$ cat config.mk
export PLATFORM = sky130hd
export DESIGN_NAME = scan_packet_deframer_flat
export DESIGN_NICKNAME = d
export VERILOG_FILES = /design/src/spd_pkg.sv /design/src/spd_if.sv /design/src/scan_packet_deframer.sv /design/src/spd_ram.sv /design/src/spd_emitter.sv /design/src/flat_wrapper.sv
export SDC_FILE = /design/constraint.sdc
export NUM_CORES = 2
export LEC_CHECK = 0
export BUFFER_PORTS_ARGS = -buffer_cell sky130_fd_sc_hd__buf_2
export CORE_UTILIZATION = 48
export DETAILED_ROUTE_END_ITERATION = 10
export GPL_TIMING_DRIVEN = 1
export PLACE_DENSITY = 0.66
export RECOVER_POWER = 25
export SYNTH_ARGS = -nofsm -noshare
export SYNTH_HDL_FRONTEND = slang
export SYNTH_HIERARCHICAL = 1
export SYNTH_SLANG_ARGS = --single-unit
$ cat constraint.sdc
create_clock -name clock -period 10.7 [get_ports clock]
set_clock_uncertainty 0.05 [all_clocks]
set_input_delay 1.07 -clock clock [delete_from_list [all_inputs] [get_ports clock]]
set_output_delay 1.07 -clock clock [all_outputs]
set_load 0.02 [all_outputs]
$ cat src/spd_pkg.sv
// Scan packet deframer package: framing constants, result kinds, emitter command.
// Depends on nothing; used by scan_packet_deframer and spd_emitter.
package spd_pkg;

   localparam int PAYLOAD_DEPTH = 256;
   localparam int ADDR_W        = $clog2(PAYLOAD_DEPTH);
   localparam int GROUP_BYTES   = 6;
   localparam int MAX_LENGTH    = 255;
   localparam int GROUP_W       = $clog2(MAX_LENGTH / GROUP_BYTES + 1);

   localparam logic [7:0] SYNC_A   = 8'd11;
   localparam logic [7:0] SYNC_B   = 8'd22;
   localparam logic [7:0] SYNC_C   = 8'd55;
   localparam logic [7:0] END_BYTE = 8'hB2;

   // mark byte is 1x with units 2..8
   localparam logic [7:0] MARK_BASE = 8'd10;
   localparam logic [7:0] MARK_LO   = 8'd12;
   localparam logic [7:0] MARK_HI   = 8'd18;
   localparam logic [3:0] MARK_ACK  = 4'd2;
   localparam logic [3:0] MARK_SCAN = 4'd3;

   localparam logic [1:0] KIND_POINT = 2'd0;
   localparam logic [1:0] KIND_ACK   = 2'd1;
   localparam logic [1:0] KIND_NACK  = 2'd2;

   typedef struct packed {
      logic               start;
      logic [1:0]         kind;
      logic [GROUP_W-1:0] groups;
   } emit_cmd_type;

   function automatic logic [7:0] sync_byte(input logic [1:0] pos);
      logic [7:0] b;
      unique case (pos)
         2'd1:    b = SYNC_B;
         2'd2:    b = SYNC_C;
         default: b = SYNC_A;
      endcase
      return b;
   endfunction

endpackage

$ cat src/spd_if.sv
// Request and response channel interfaces of the scan packet deframer.
// Depends on nothing.
interface spd_req_if;
   logic       valid;
   logic       ready;
   logic [7:0] in_byte;

   modport source (output valid, output in_byte, input ready);
   modport sink   (input valid, input in_byte, output ready);
endinterface

interface spd_rsp_if;
   logic        valid;
   logic        ready;
   logic [1:0]  result_kind;
   logic [15:0] horizontal_angle;
   logic [15:0] vertical_angle;
   logic [15:0] range_value;
   logic        last_of_run;

   modport source (output valid, output result_kind, output horizontal_angle,
                   output vertical_angle, output range_value, output last_of_run,
                   input ready);
   modport sink   (input valid, input result_kind, input horizontal_angle,
                   input vertical_angle, input range_value, input last_of_run,
                   output ready);
endinterface

$ cat src/scan_packet_deframer.sv
// Top level of the scan packet deframer: byte parser, payload store, result sequencer.
// Depends on spd_pkg, spd_if, spd_ram and spd_emitter.
// Header, length, payload and check bytes are taken without a result.
// End byte: request is held off until the run is out; an acknowledge passes through
// the command register, the acknowledge state and the output register, and each group
// of points takes six store reads, one read-latency state and an output load.
// Reset (synchronous, active high) returns to sync hunt; the payload store is not cleared.
module scan_packet_deframer (
   input  logic      clock,
   input  logic      reset,
   spd_req_if.sink   req_port,
   spd_rsp_if.source rsp_port
);

   typedef enum logic [2:0] {
      PH_SYNC,
      PH_MARK,
      PH_LEN,
      PH_DATA,
      PH_CHECK,
      PH_END
   } phase_type;

   phase_type                   phase_ff, phase_in;
   logic [1:0]                  sync_pos_ff, sync_pos_in;
   logic [3:0]                  mark_ff, mark_in;
   logic [7:0]                  length_ff, length_in;
   logic [7:0]                  count_ff, count_in;
   logic [7:0]                  xor_ff, xor_in;
   logic [2:0]                  grp_byte_ff, grp_byte_in;
   logic [spd_pkg::GROUP_W-1:0] groups_ff, groups_in;
   spd_pkg::emit_cmd_type       cmd_ff, cmd_in;

   logic                        req_fire;
   logic                        emit_busy;
   logic [7:0]                  b;
   logic [1:0]                  pos_eff;
   logic [7:0]                  count_next;
   logic                        wr_en;
   logic                        rd_en;
   logic [spd_pkg::ADDR_W-1:0]  rd_addr;
   logic [7:0]                  rd_data;

   assign b              = req_port.in_byte;
   assign req_port.ready = !emit_busy && !cmd_ff.start;
   assign req_fire       = req_port.valid && req_port.ready;
   assign count_next     = count_ff + 8'd1;

   always_comb begin
      phase_in    = phase_ff;
      sync_pos_in = sync_pos_ff;
      mark_in     = mark_ff;
      length_in   = length_ff;
      count_in    = count_ff;
      xor_in      = xor_ff;
      grp_byte_in = grp_byte_ff;
      groups_in   = groups_ff;
      cmd_in      = '0;
      wr_en       = 1'b0;
      pos_eff     = sync_pos_ff;

      if (req_fire) begin
         unique case (phase_ff)
            PH_SYNC: begin
               // a broken partial match restarts and re-tests this byte
               if (sync_pos_ff >= 2'd3 ||
                   (sync_pos_ff != 2'd0 && b != spd_pkg::sync_byte(sync_pos_ff))) begin
                  pos_eff = 2'd0;
               end
               if (b == spd_pkg::sync_byte(pos_eff)) begin
                  if (pos_eff == 2'd2) begin
                     sync_pos_in = 2'd0;
                     phase_in    = PH_MARK;
                  end else begin
                     sync_pos_in = pos_eff + 2'd1;
                  end
               end else begin
                  sync_pos_in = pos_eff;
               end
            end
            PH_MARK: begin
               if (b >= spd_pkg::MARK_LO && b <= spd_pkg::MARK_HI) begin
                  mark_in  = 4'(b - spd_pkg::MARK_BASE);
                  phase_in = PH_LEN;
               end else begin
                  phase_in = PH_SYNC;
               end
            end
            PH_LEN: begin
               length_in   = b;
               count_in    = 8'd0;
               xor_in      = 8'd0;
               grp_byte_in = 3'd0;
               groups_in   = '0;
               phase_in    = (b == 8'd0) ? PH_CHECK : PH_DATA;
            end
            PH_DATA: begin
               wr_en    = {1'b0, count_ff} < 9'(spd_pkg::PAYLOAD_DEPTH);
               xor_in   = xor_ff ^ b;
               count_in = count_next;
               // complete groups are counted as they arrive
               if (grp_byte_ff == 3'(spd_pkg::GROUP_BYTES - 1)) begin
                  grp_byte_in = 3'd0;
                  groups_in   = groups_ff + spd_pkg::GROUP_W'(1);
               end else begin
                  grp_byte_in = grp_byte_ff + 3'd1;
               end
               if (count_next == length_ff) begin
                  phase_in = PH_CHECK;
               end
            end
            PH_CHECK: begin
               phase_in = (xor_ff == b) ? PH_END : PH_SYNC;
            end
            PH_END: begin
               if (b != spd_pkg::END_BYTE) begin
                  if (mark_ff == spd_pkg::MARK_ACK) begin
                     cmd_in.start = 1'b1;
                     cmd_in.kind  = spd_pkg::KIND_NACK;
                  end
               end else if (mark_ff == spd_pkg::MARK_SCAN) begin
                  cmd_in.start  = groups_ff != '0;
                  cmd_in.kind   = spd_pkg::KIND_POINT;
                  cmd_in.groups = groups_ff;
               end else if (mark_ff == spd_pkg::MARK_ACK) begin
                  cmd_in.start = 1'b1;
                  cmd_in.kind  = spd_pkg::KIND_ACK;
               end
               phase_in = PH_SYNC;
            end
            default: begin
               phase_in = PH_SYNC;
            end
         endcase
      end
   end

   always_ff @(posedge clock) begin
      if (reset) begin
         phase_ff    <= PH_SYNC;
         sync_pos_ff <= 2'd0;
         mark_ff     <= 4'd0;
         length_ff   <= 8'd0;
         count_ff    <= 8'd0;
         xor_ff      <= 8'd0;
         grp_byte_ff <= 3'd0;
         groups_ff   <= '0;
         cmd_ff      <= '0;
      end else begin
         phase_ff    <= phase_in;
         sync_pos_ff <= sync_pos_in;
         mark_ff     <= mark_in;
         length_ff   <= length_in;
         count_ff    <= count_in;
         xor_ff      <= xor_in;
         grp_byte_ff <= grp_byte_in;
         groups_ff   <= groups_in;
         cmd_ff      <= cmd_in;
      end
   end

   spd_ram #(
      .WIDTH (8),
      .DEPTH (spd_pkg::PAYLOAD_DEPTH)
   ) u_store (
      .clock   (clock),
      .wr_en   (wr_en),
      .wr_addr (count_ff[spd_pkg::ADDR_W-1:0]),
      .wr_data (b),
      .rd_en   (rd_en),
      .rd_addr (rd_addr),
      .rd_data (rd_data)
   );

   spd_emitter u_emitter (
      .clock   (clock),
      .reset   (reset),
      .cmd     (cmd_ff),
      .busy    (emit_busy),
      .rd_en   (rd_en),
      .rd_addr (rd_addr),
      .rd_data (rd_data),
      .rsp     (rsp_port)
   );

   a_closed_while_busy : assert property (@(posedge clock) disable iff (reset)
      emit_busy |-> !req_port.ready)
      else $error("request taken while results pending");

   a_data_nonzero_len : assert property (@(posedge clock) disable iff (reset)
      phase_ff == PH_DATA |-> length_ff != 8'd0 && count_ff < length_ff)
      else $error("payload phase with count past length");

   a_group_tally : assert property (@(posedge clock) disable iff (reset)
      phase_ff == PH_DATA || phase_ff == PH_CHECK || phase_ff == PH_END
      |-> grp_byte_ff < 3'(spd_pkg::GROUP_BYTES))
      else $error("group byte index out of range");

endmodule

$ cat src/spd_ram.sv
// Generic simple dual-port RAM, one write and one registered read port.
// Depends on nothing.
module spd_ram #(
   parameter int WIDTH = 8,
   parameter int DEPTH = 256
) (
   input  logic                     clock,
   input  logic                     wr_en,
   input  logic [$clog2(DEPTH)-1:0] wr_addr,
   input  logic [WIDTH-1:0]         wr_data,
   input  logic                     rd_en,
   input  logic [$clog2(DEPTH)-1:0] rd_addr,
   output logic [WIDTH-1:0]         rd_data
);

   logic [WIDTH-1:0] mem_ff [DEPTH];
   logic [WIDTH-1:0] rd_data_ff;

   always_ff @(posedge clock) begin
      if (wr_en) begin
         mem_ff[wr_addr] <= wr_data;
      end
      if (rd_en) begin
         rd_data_ff <= mem_ff[rd_addr];
      end
   end

   assign rd_data = rd_data_ff;

endmodule

$ cat src/spd_emitter.sv
// Result sequencer: reads each 6-byte group of stored payload one byte a cycle
// into a point, drives the response output register. Depends on spd_pkg, spd_if.
module spd_emitter (
   input  logic                       clock,
   input  logic                       reset,
   input  spd_pkg::emit_cmd_type      cmd,
   output logic                       busy,
   output logic                       rd_en,
   output logic [spd_pkg::ADDR_W-1:0] rd_addr,
   input  logic [7:0]                 rd_data,
   spd_rsp_if.source                  rsp
);

   typedef enum logic [2:0] {
      E_IDLE,
      E_READ,
      E_DRAIN,
      E_PUSH,
      E_ACK
   } emit_state_type;

   emit_state_type                state_ff, state_in;
   logic [spd_pkg::GROUP_W-1:0]   groups_left_ff, groups_left_in;
   logic [7:0]                    addr_ff, addr_in;
   logic [2:0]                    byte_cnt_ff, byte_cnt_in;
   logic                          cap_ff, cap_in;
   logic                          in_range_ff, in_range_in;
   logic [47:0]                   shift_ff, shift_in;
   logic [1:0]                    ack_kind_ff, ack_kind_in;

   logic                          out_valid_ff, out_valid_in;
   logic [1:0]                    out_kind_ff, out_kind_in;
   logic [15:0]                   out_h_ff, out_h_in;
   logic [15:0]                   out_v_ff, out_v_in;
   logic [15:0]                   out_r_ff, out_r_in;
   logic                          out_last_ff, out_last_in;
   logic                          out_free;
   logic                          addr_ok;

   assign out_free = !out_valid_ff || rsp.ready;
   assign addr_ok  = {1'b0, addr_ff} < 9'(spd_pkg::PAYLOAD_DEPTH);
   assign rd_addr  = addr_ff[spd_pkg::ADDR_W-1:0];
   assign busy     = state_ff != E_IDLE;

   always_comb begin
      state_in       = state_ff;
      groups_left_in = groups_left_ff;
      addr_in        = addr_ff;
      byte_cnt_in    = byte_cnt_ff;
      ack_kind_in    = ack_kind_ff;
      rd_en          = 1'b0;
      out_valid_in   = out_valid_ff && !rsp.ready;
      out_kind_in    = out_kind_ff;
      out_h_in       = out_h_ff;
      out_v_in       = out_v_ff;
      out_r_in       = out_r_ff;
      out_last_in    = out_last_ff;
      shift_in       = shift_ff;

      // bytes beyond the store read back as zero
      if (cap_ff) begin
         shift_in = {shift_ff[39:0], in_range_ff ? rd_data : 8'h00};
      end

      unique case (state_ff)
         E_IDLE: begin
            if (cmd.start) begin
               if (cmd.kind == spd_pkg::KIND_POINT) begin
                  state_in       = E_READ;
                  groups_left_in = cmd.groups;
                  addr_in        = 8'd0;
                  byte_cnt_in    = 3'd0;
               end else begin
                  state_in    = E_ACK;
                  ack_kind_in = cmd.kind;
               end
            end
         end
         E_READ: begin
            rd_en   = addr_ok;
            addr_in = addr_ff + 8'd1;
            if (byte_cnt_ff == 3'(spd_pkg::GROUP_BYTES - 1)) begin
               byte_cnt_in = 3'd0;
               state_in    = E_DRAIN;
            end else begin
               byte_cnt_in = byte_cnt_ff + 3'd1;
            end
         end
         E_DRAIN: begin
            state_in = E_PUSH;
         end
         E_PUSH: begin
            if (out_free) begin
               out_valid_in   = 1'b1;
               out_kind_in    = spd_pkg::KIND_POINT;
               out_h_in       = shift_ff[47:32];
               out_v_in       = shift_ff[31:16];
               out_r_in       = shift_ff[15:0];
               out_last_in    = groups_left_ff == spd_pkg::GROUP_W'(1);
               groups_left_in = groups_left_ff - spd_pkg::GROUP_W'(1);
               state_in       = (groups_left_ff == spd_pkg::GROUP_W'(1)) ? E_IDLE : E_READ;
            end
         end
         E_ACK: begin
            if (out_free) begin
               out_valid_in = 1'b1;
               out_kind_in  = ack_kind_ff;
               out_h_in     = 16'd0;
               out_v_in     = 16'd0;
               out_r_in     = 16'd0;
               out_last_in  = 1'b1;
               state_in     = E_IDLE;
            end
         end
         default: begin
            state_in = E_IDLE;
         end
      endcase
   end

   assign cap_in      = rd_en || (state_ff == E_READ);
   assign in_range_in = addr_ok;

   always_ff @(posedge clock) begin
      if (reset) begin
         state_ff     <= E_IDLE;
         cap_ff       <= 1'b0;
         out_valid_ff <= 1'b0;
      end else begin
         state_ff     <= state_in;
         cap_ff       <= cap_in;
         out_valid_ff <= out_valid_in;
      end
      groups_left_ff <= groups_left_in;
      addr_ff        <= addr_in;
      byte_cnt_ff    <= byte_cnt_in;
      in_range_ff    <= in_range_in;
      shift_ff       <= shift_in;
      ack_kind_ff    <= ack_kind_in;
      out_kind_ff    <= out_kind_in;
      out_h_ff       <= out_h_in;
      out_v_ff       <= out_v_in;
      out_r_ff       <= out_r_in;
      out_last_ff    <= out_last_in;
   end

   assign rsp.valid            = out_valid_ff;
   assign rsp.result_kind      = out_kind_ff;
   assign rsp.horizontal_angle = out_h_ff;
   assign rsp.vertical_angle   = out_v_ff;
   assign rsp.range_value      = out_r_ff;
   assign rsp.last_of_run      = out_last_ff;

   a_start_when_idle : assert property (@(posedge clock) disable iff (reset)
      cmd.start |-> state_ff == E_IDLE)
      else $error("emit command while sequencer busy");

   a_groups_left : assert property (@(posedge clock) disable iff (reset)
      (state_ff == E_READ || state_ff == E_PUSH) |-> groups_left_ff != '0)
      else $error("group run with no groups left");

   a_group_complete : assert property (@(posedge clock) disable iff (reset)
      state_ff == E_PUSH && $past(state_ff) == E_DRAIN |-> $past(cap_ff))
      else $error("last byte of group not captured");

endmodule
$ cat src/flat_wrapper.sv
// flat-port wrapper written by rule: the top's interface ports become plain ports
module scan_packet_deframer_flat 
  (clock, reset, req_port_valid, req_port_in_byte, req_port_ready, rsp_port_valid, rsp_port_result_kind, rsp_port_horizontal_angle, rsp_port_vertical_angle, rsp_port_range_value, rsp_port_last_of_run, rsp_port_ready);
  spd_req_if req_port_i ();
  spd_rsp_if rsp_port_i ();
  input  logic clock;
  input  logic reset;
  input wire logic [$bits(req_port_i.valid)-1:0] req_port_valid;
  input wire logic [$bits(req_port_i.in_byte)-1:0] req_port_in_byte;
  output wire logic [$bits(req_port_i.ready)-1:0] req_port_ready;
  output wire logic [$bits(rsp_port_i.valid)-1:0] rsp_port_valid;
  output wire logic [$bits(rsp_port_i.result_kind)-1:0] rsp_port_result_kind;
  output wire logic [$bits(rsp_port_i.horizontal_angle)-1:0] rsp_port_horizontal_angle;
  output wire logic [$bits(rsp_port_i.vertical_angle)-1:0] rsp_port_vertical_angle;
  output wire logic [$bits(rsp_port_i.range_value)-1:0] rsp_port_range_value;
  output wire logic [$bits(rsp_port_i.last_of_run)-1:0] rsp_port_last_of_run;
  input wire logic [$bits(rsp_port_i.ready)-1:0] rsp_port_ready;
  assign req_port_i.valid = req_port_valid;
  assign req_port_i.in_byte = req_port_in_byte;
  assign req_port_ready = req_port_i.ready;
  assign rsp_port_valid = rsp_port_i.valid;
  assign rsp_port_result_kind = rsp_port_i.result_kind;
  assign rsp_port_horizontal_angle = rsp_port_i.horizontal_angle;
  assign rsp_port_vertical_angle = rsp_port_i.vertical_angle;
  assign rsp_port_range_value = rsp_port_i.range_value;
  assign rsp_port_last_of_run = rsp_port_i.last_of_run;
  assign rsp_port_i.ready = rsp_port_ready;
  scan_packet_deframer u_core (.clock(clock), .reset(reset), .req_port(req_port_i), .rsp_port(rsp_port_i));
endmodule
-- After elaboration in Yosys (flattened, before gate mapping)
Memory sizes are Yosys's and may differ from the RTL's. A register that Yosys moved wholly into a read port is not among the register bits.
Index checks and enable logic that the tools add are counted.
- add/subtract/negate cells: 8
- magnitude comparators: 3
- equality and inequality tests: 32
- muxes and demuxes: 66
- bitwise operators: 5
- reduce and logical (&&, ||, !) cells: 37
- operators with widths (operator ; count):
    case mux 16 bit (2 select lines) ; 3
    two-way mux 16 bit ; 4
    two-way mux 3 bit ; 18
    two-way mux 8 bit ; 6
    case mux 6 bit (2 select lines) ; 4
    case mux 8 bit (2 select lines) ; 3
    case mux 3 bit (5 select lines) ; 2
    equality test 8 bit ; 3
    two-way mux 6 bit ; 4
    adder 8 x 1 -> 8 bit, second input constant ; 2
    two-way mux 2 bit ; 8
    equality test 3 bit, second input constant ; 5
    AND reduction 3 bit ; 5
    equality test 3 x 2 -> 1 bit, second input constant ; 4
    case mux 3 bit (2 select lines) ; 2
    AND reduction 4 bit ; 3
    two-way mux 1 bit ; 10
    inequality test 2 x 1 -> 1 bit, second input constant ; 5
    nonzero test 2 bit ; 5
    equality test 4 x 2 -> 1 bit, second input constant ; 2
    >= comparator 8 x 4 -> 1 bit, second input constant ; 1
    <= comparator 8 x 5 -> 1 bit, second input constant ; 1
    logical NOT 8 bit ; 1
    inequality test 2 bit, second input constant ; 4
    27 further kinds ; 46
- flip-flop bits (word level): 174
- memory bits (writable): 2048
- output and inout port bits: 53
- logic and storage cells: 176
- memories: 1
- memory list (name ; words ; width ; rd ports ; clocked after memory_dff ; write ports ; line ; source):
    u_core.u_store.mem_ff ; 256 ; 8 ; 1 ; 1 ; 1 ; spd_ram.sv:16 ; logic [WIDTH-1:0] mem_ff [DEPTH];

-- Logic depth before layout (Yosys ltp)
- depth in word-level cells: 18
- gate-level depth with buffers: 15
- gate-level depth less buffers: 15

-- Cells and area by module
The synthesis kept the hierarchy.
- modules (own cells, without submodules) (module ; times used ; cells an instance ; area an instance (µm²)):
    spd_ram ; 1 ; 3733 ; 79636.4
    spd_emitter ; 1 ; 277 ; 4604.4
    scan_packet_deframer ; 1 ; 343 ; 2802.7

-- Worst setup path after synthesis
OpenSTA, ideal clock, no wires.
- path kind: input to register
- start: input port rsp_port_ready
- end: register u_core.u_emitter.out_h_ff[0] (netlist: u_core/u_emitter/rsp.horizontal_angle[0]), enable pin
- library setup time: 0.461 ns
- arrival time: 3.302 ns
- path slack: 6.887 ns
- stages: 2
- buffers on the path: 0
- cells stage by stage: nor2b_1 -> nor2_1
- longest elaborated chain between the ends: 3
- elaborated cells on any way between the ends: 4
- those cells by class: 2 x eq/ne; 2 x reduce/logical
- ends and longest elaborated chain (what ; line ; source):
    start, declared ; flat_wrapper.sv:17 ; input wire logic [$bits(rsp_port_i.ready)-1:0] rsp_port_ready;
    logical OR 1 bit (*) ; spd_emitter.sv:40 ; assign out_free = !out_valid_ff || rsp.ready;
    inequality test 2 bit (no line) ; - ;
    AND reduction 3 bit (no line) (*) ; - ;
    end signal, assigned ; spd_emitter.sv:141 ; out_h_ff <= out_h_in;
    end, declared ; spd_emitter.sv:33 ; logic [15:0] out_h_ff, out_h_in;
Mark *: on every way between the ends. The rest lies on a longest branch, timed or not.
A chain may end at the register's enable or synchronous reset.

-- Final worst setup path
- start: input port req_port_in_byte[3]
- end: memory u_core.u_store.mem_ff[63][3], data pin
- RTL lines (what ; line ; source):
    start, declared ; flat_wrapper.sv:9 ; input wire logic [$bits(req_port_i.in_byte)-1:0] req_port_in_byte;
    end, declared ; spd_ram.sv:16 ;
Straight into the memory's write port.

==> impl_summary.txt <==
----------------------------------------------------
[Setup path]
  Delay-heaviest family, CP ... buffers and inverters
  Cell with the largest stage delay on the worst path ... sky130_fd_sc_hd__clkbuf_2
  Largest fanout on the critical path ... 180
  Max incr delay on CP ... 3.14 ns
  Critical path type ... in2reg
  Sum of buffers and inverters on the critical path ... 2
  Arrival time at the worst endpoint ... 7.33 ns
  Kind of start point of the critical path ... primary input
  Nature of the critical path endpoint ... register
  CP required ... 10.67 ns
  CP Cell Sequence ... clkbuf_1 > clkbuf_2

[Worst hold path]
  Class of the tightest hold or removal check ... reg2reg

[Placement]
  Quantity of I/O buffers inserted on ports ... 64
  GP Congestion ... 0.863
  Placed wire-length estimate ... 126,000 µm
  Worst setup slack after placement ... 4.92 ns

[Clock network]
  Post-cts hold buffer count ... 0
  Clock transition at path regs ... 0.06 ns
  Number of buffers inserted during clock tree synthesis ... 218
  TritonCTS clock tree ... yes
  Post-CTS Resized ... 0
  Clock latency at the later pin of the worst-skew pair ... 0.85 ns
  H-tree Lvls ... 4
  CTS sink cnt ... 2,230
  CTS root buf ... sky130_fd_sc_hd__clkbuf_16
  Setup Fix Bufs, Post-CTS ... 0
  Max clock buf depth ... 3

[Power]
  Overall power after layout ... 17.2 mW
  Total leakage power ... 30.1 nW
  VDD IR max ... 0.142 mV
  Power density relative to cell area ... 179 nW/µm²

[Floorplan]
  Count of standard-cell rows ... 155
  Effective utilization at floorplan ... 0.486
  DIE AREA ... 183,000 µm²
  Height of the die ... 428 µm
  Die outline width ... 428 µm
  I/O pin total ... 65
  Floorplan Core Area ... 179,000 µm²

[STA]
  Setup-violating endpoint count in the final report ... 0
  Final-report hold violation count ... 0
  Tmin final ... 7.35 ns
  Final Worst Setup Slack ... 3.35 ns
  Period Utilization, post-route ... 0.687
  Slew Limit Headroom ... -1.83
  Setup repair after global routing missed its margin ... no
  Pins over their slew limit ... 1,220
  FMAX ... 136 MHz
  Worst slew pin tran ... 4.24 ns
  Total negative slack for setup checks ... 0 ns

[Global route]
  Number of antenna violations at the first check in global routing ... 6
  Combined global-route utilization of all metal layers ... 0.228
  Largest net degree at the start of global routing ... 201
  Overflow left after global routing ... 0
  Via count of the first global-routing pass ... 42,931
  Global-route wire length before repair ... 303,000 µm

[Synth]
  Dominant cell type by area after synthesis ... sky130_fd_sc_hd__edfxtp_1
  Main area contributors after synthesis ... sky130_fd_sc_hd__edfxtp_1 75%, sky130_fd_sc_hd__mux4_2 12%, sky130_fd_sc_hd__mux2i_1 1.7%
  Unique cell type count in the Yosys netlist ... 81
  Post-synth top area share ... 0.750
  #FFs+latches synth ... 2,230
  Main synth FF type ... sky130_fd_sc_hd__edfxtp_1
  Synthesized area divided by synthesized cell count ... 20.0 µm²
  Number of flops mapped to enable cells by yosys ... 2,174
  Count of yosys warnings during synthesis ... 6
  Post-synthesis async set-or-reset flop share ... 0
  Net count of the mapped netlist ... 4,383
  Netlist area before placement ... 87,000 µm²
  Number of instances in the synthesized netlist ... 4,353
  Proportion of synthesized chip area in sequential cells ... 0.763

[Routing]
  Drc violations ... 0
  Routed WL ... 210,000 µm
  Drt pass-1 iters ... 5
  Overall via count from detail_route ... 43,247
  Detailed-route wire length per cell ... 30.0 µm
  Violation count after the first detailed-routing iteration ... 5,345
  Antenna violation net count after detailed routing ... 0
  Vias per Instance ... 6.17

[Finish]
  Layout cell share with drive strength beyond 1 ... 0.198
  Most used cells in the layout excluding fill and tap cells ... 2,174 x sky130_fd_sc_hd__edfxtp_1, 454 x sky130_fd_sc_hd__mux4_2, 340 x sky130_fd_sc_hd__nor2_1
  Layout net count ... 4,503
  Final Core Density ... 0.538
  Most common library cell in the layout ignoring fill and taps ... sky130_fd_sc_hd__edfxtp_1
  Layout area overhead ... 10.8%

[Job]
  Number of max-cap violations ... 22

[Status]
  Failing checks ... capacitance limit, slew limit
  Result of the run ... complete, but fails checks

----------------------------------------------------
sequential cells by signal, indices dropped and copies added (netlist names), 3 cells and up:
signal and flops:
u_core/u_emitter/state_ff 3, u_core/length_ff 8, u_core/u_store/rd_data 8, u_core/u_emitter/byte_cnt_ff 3, u_core/u_emitter/rsp.vertical_angle 16, u_core/u_emitter/rd_addr 8, u_core/cmd_ff 9, u_core/count_ff 8
u_core/u_emitter/rsp.range_value 16, u_core/grp_byte_ff 3, u_core/xor_ff 8, u_core/u_emitter/groups_left_ff 6, u_core/groups_ff 6, u_core/phase_ff 3, u_core/mark_ff 4, u_core/u_store/mem_ff 2048
u_core/u_emitter/rsp.horizontal_angle 16, u_core/u_emitter/shift_ff 48
per-layer routing:
layer  global-route usage  share of wire  up-vias
li1                     -              -    18133
met1                0.322           0.40    22751
met2                0.359           0.48     2024
met3               0.0464          0.092      339
met4               0.0759          0.031        0
met5                    0              0        -
synth_stat cells, drive strengths merged (4+ instances only):
library cell / number
edfxtp: 2174
or3: 11
nor2: 347
or2: 9
buf: 136
and2: 16
a21oi: 119
o22a: 5
inv: 25
and3: 5
a22o: 8
a311oi: 4
dfxtp: 56
a22oi: 135
o22ai: 29
nand3b: 6
a221oi: 16
clkbuf: 122
xnor2: 14
nand2: 80
nor2b: 83
nand4: 16
xor2: 19
o32ai: 5
a211oi: 21
nand3: 47
a2111oi: 6
o211ai: 10
mux2i: 146
o221ai: 48
mux4: 456
o21ai: 38
nand2b: 12
ha: 18
nor3b: 6
a31oi: 4
nor3: 36
nor4: 31
area by class of cell:
class,count,area (µm²)
fillers,13688,82800
flip-flops and latches,2230,66400
multi-input cells,1839,19000
clock buffers,266,5680
well taps,2355,2950
clock inverters,139,1240
repair buffers,158,1050
inverters,26,98.8
diodes,1,2.50
path summary, 6_finish.rpt:
check | from | to | slack [ns] | cells after the start
worst max-delay path | req_port_in_byte[3] | u_core/u_store/mem_ff[63][3] | 3.35 | 2
worst min-delay path | u_core/u_emitter/shift_ff[5] | u_core/u_emitter/shift_ff[13] | 0.37 | 0
worst max register to register | u_core/u_emitter/state_ff[0] | u_core/u_store/mem_ff[1][2] | 4.93 | 8
worst min register to register | u_core/u_emitter/shift_ff[5] | u_core/u_emitter/shift_ff[13] | 0.37 | 0
through the flow:
stage | instance area, µm² | std cells | hold WS (ns)
6_report | 96400 | 7014 | 0.367
2_1_floorplan | 87000 | 4353 | 0.350
5_1_grt | 96400 | 7013 | 0.389
3_3_place_gp | 89700 | 6608 | 0.372
3_5_place_dp | 89700 | 6608 | 0.375
4_1_cts | 96600 | 7013 | 0.382
cell families (layout without fill, tap and decap cells):
logic type,after synthesis,after routing,share of synthesized area
AO/OA/AOI/OAI,464,464,0.0371
XOR/XNOR,33,33,0.00332
adder cells (fa/ha/maj),18,18,0.00259
buffers and inverters,284,589,0.0193
flip-flops,2230,2230,0.763
multiplexers,603,603,0.135
other,0,1,0
AND/OR/NAND/NOR,721,721,0.0398
power by group:
group	total (mW)	switching (mW)	internal (mW)
clock network	7.40	3.23	4.16
logic	0.223	0.191	0.0319
registers	9.60	0.0129	9.59
Note: power is estimated with default switching activity, not from simulation.
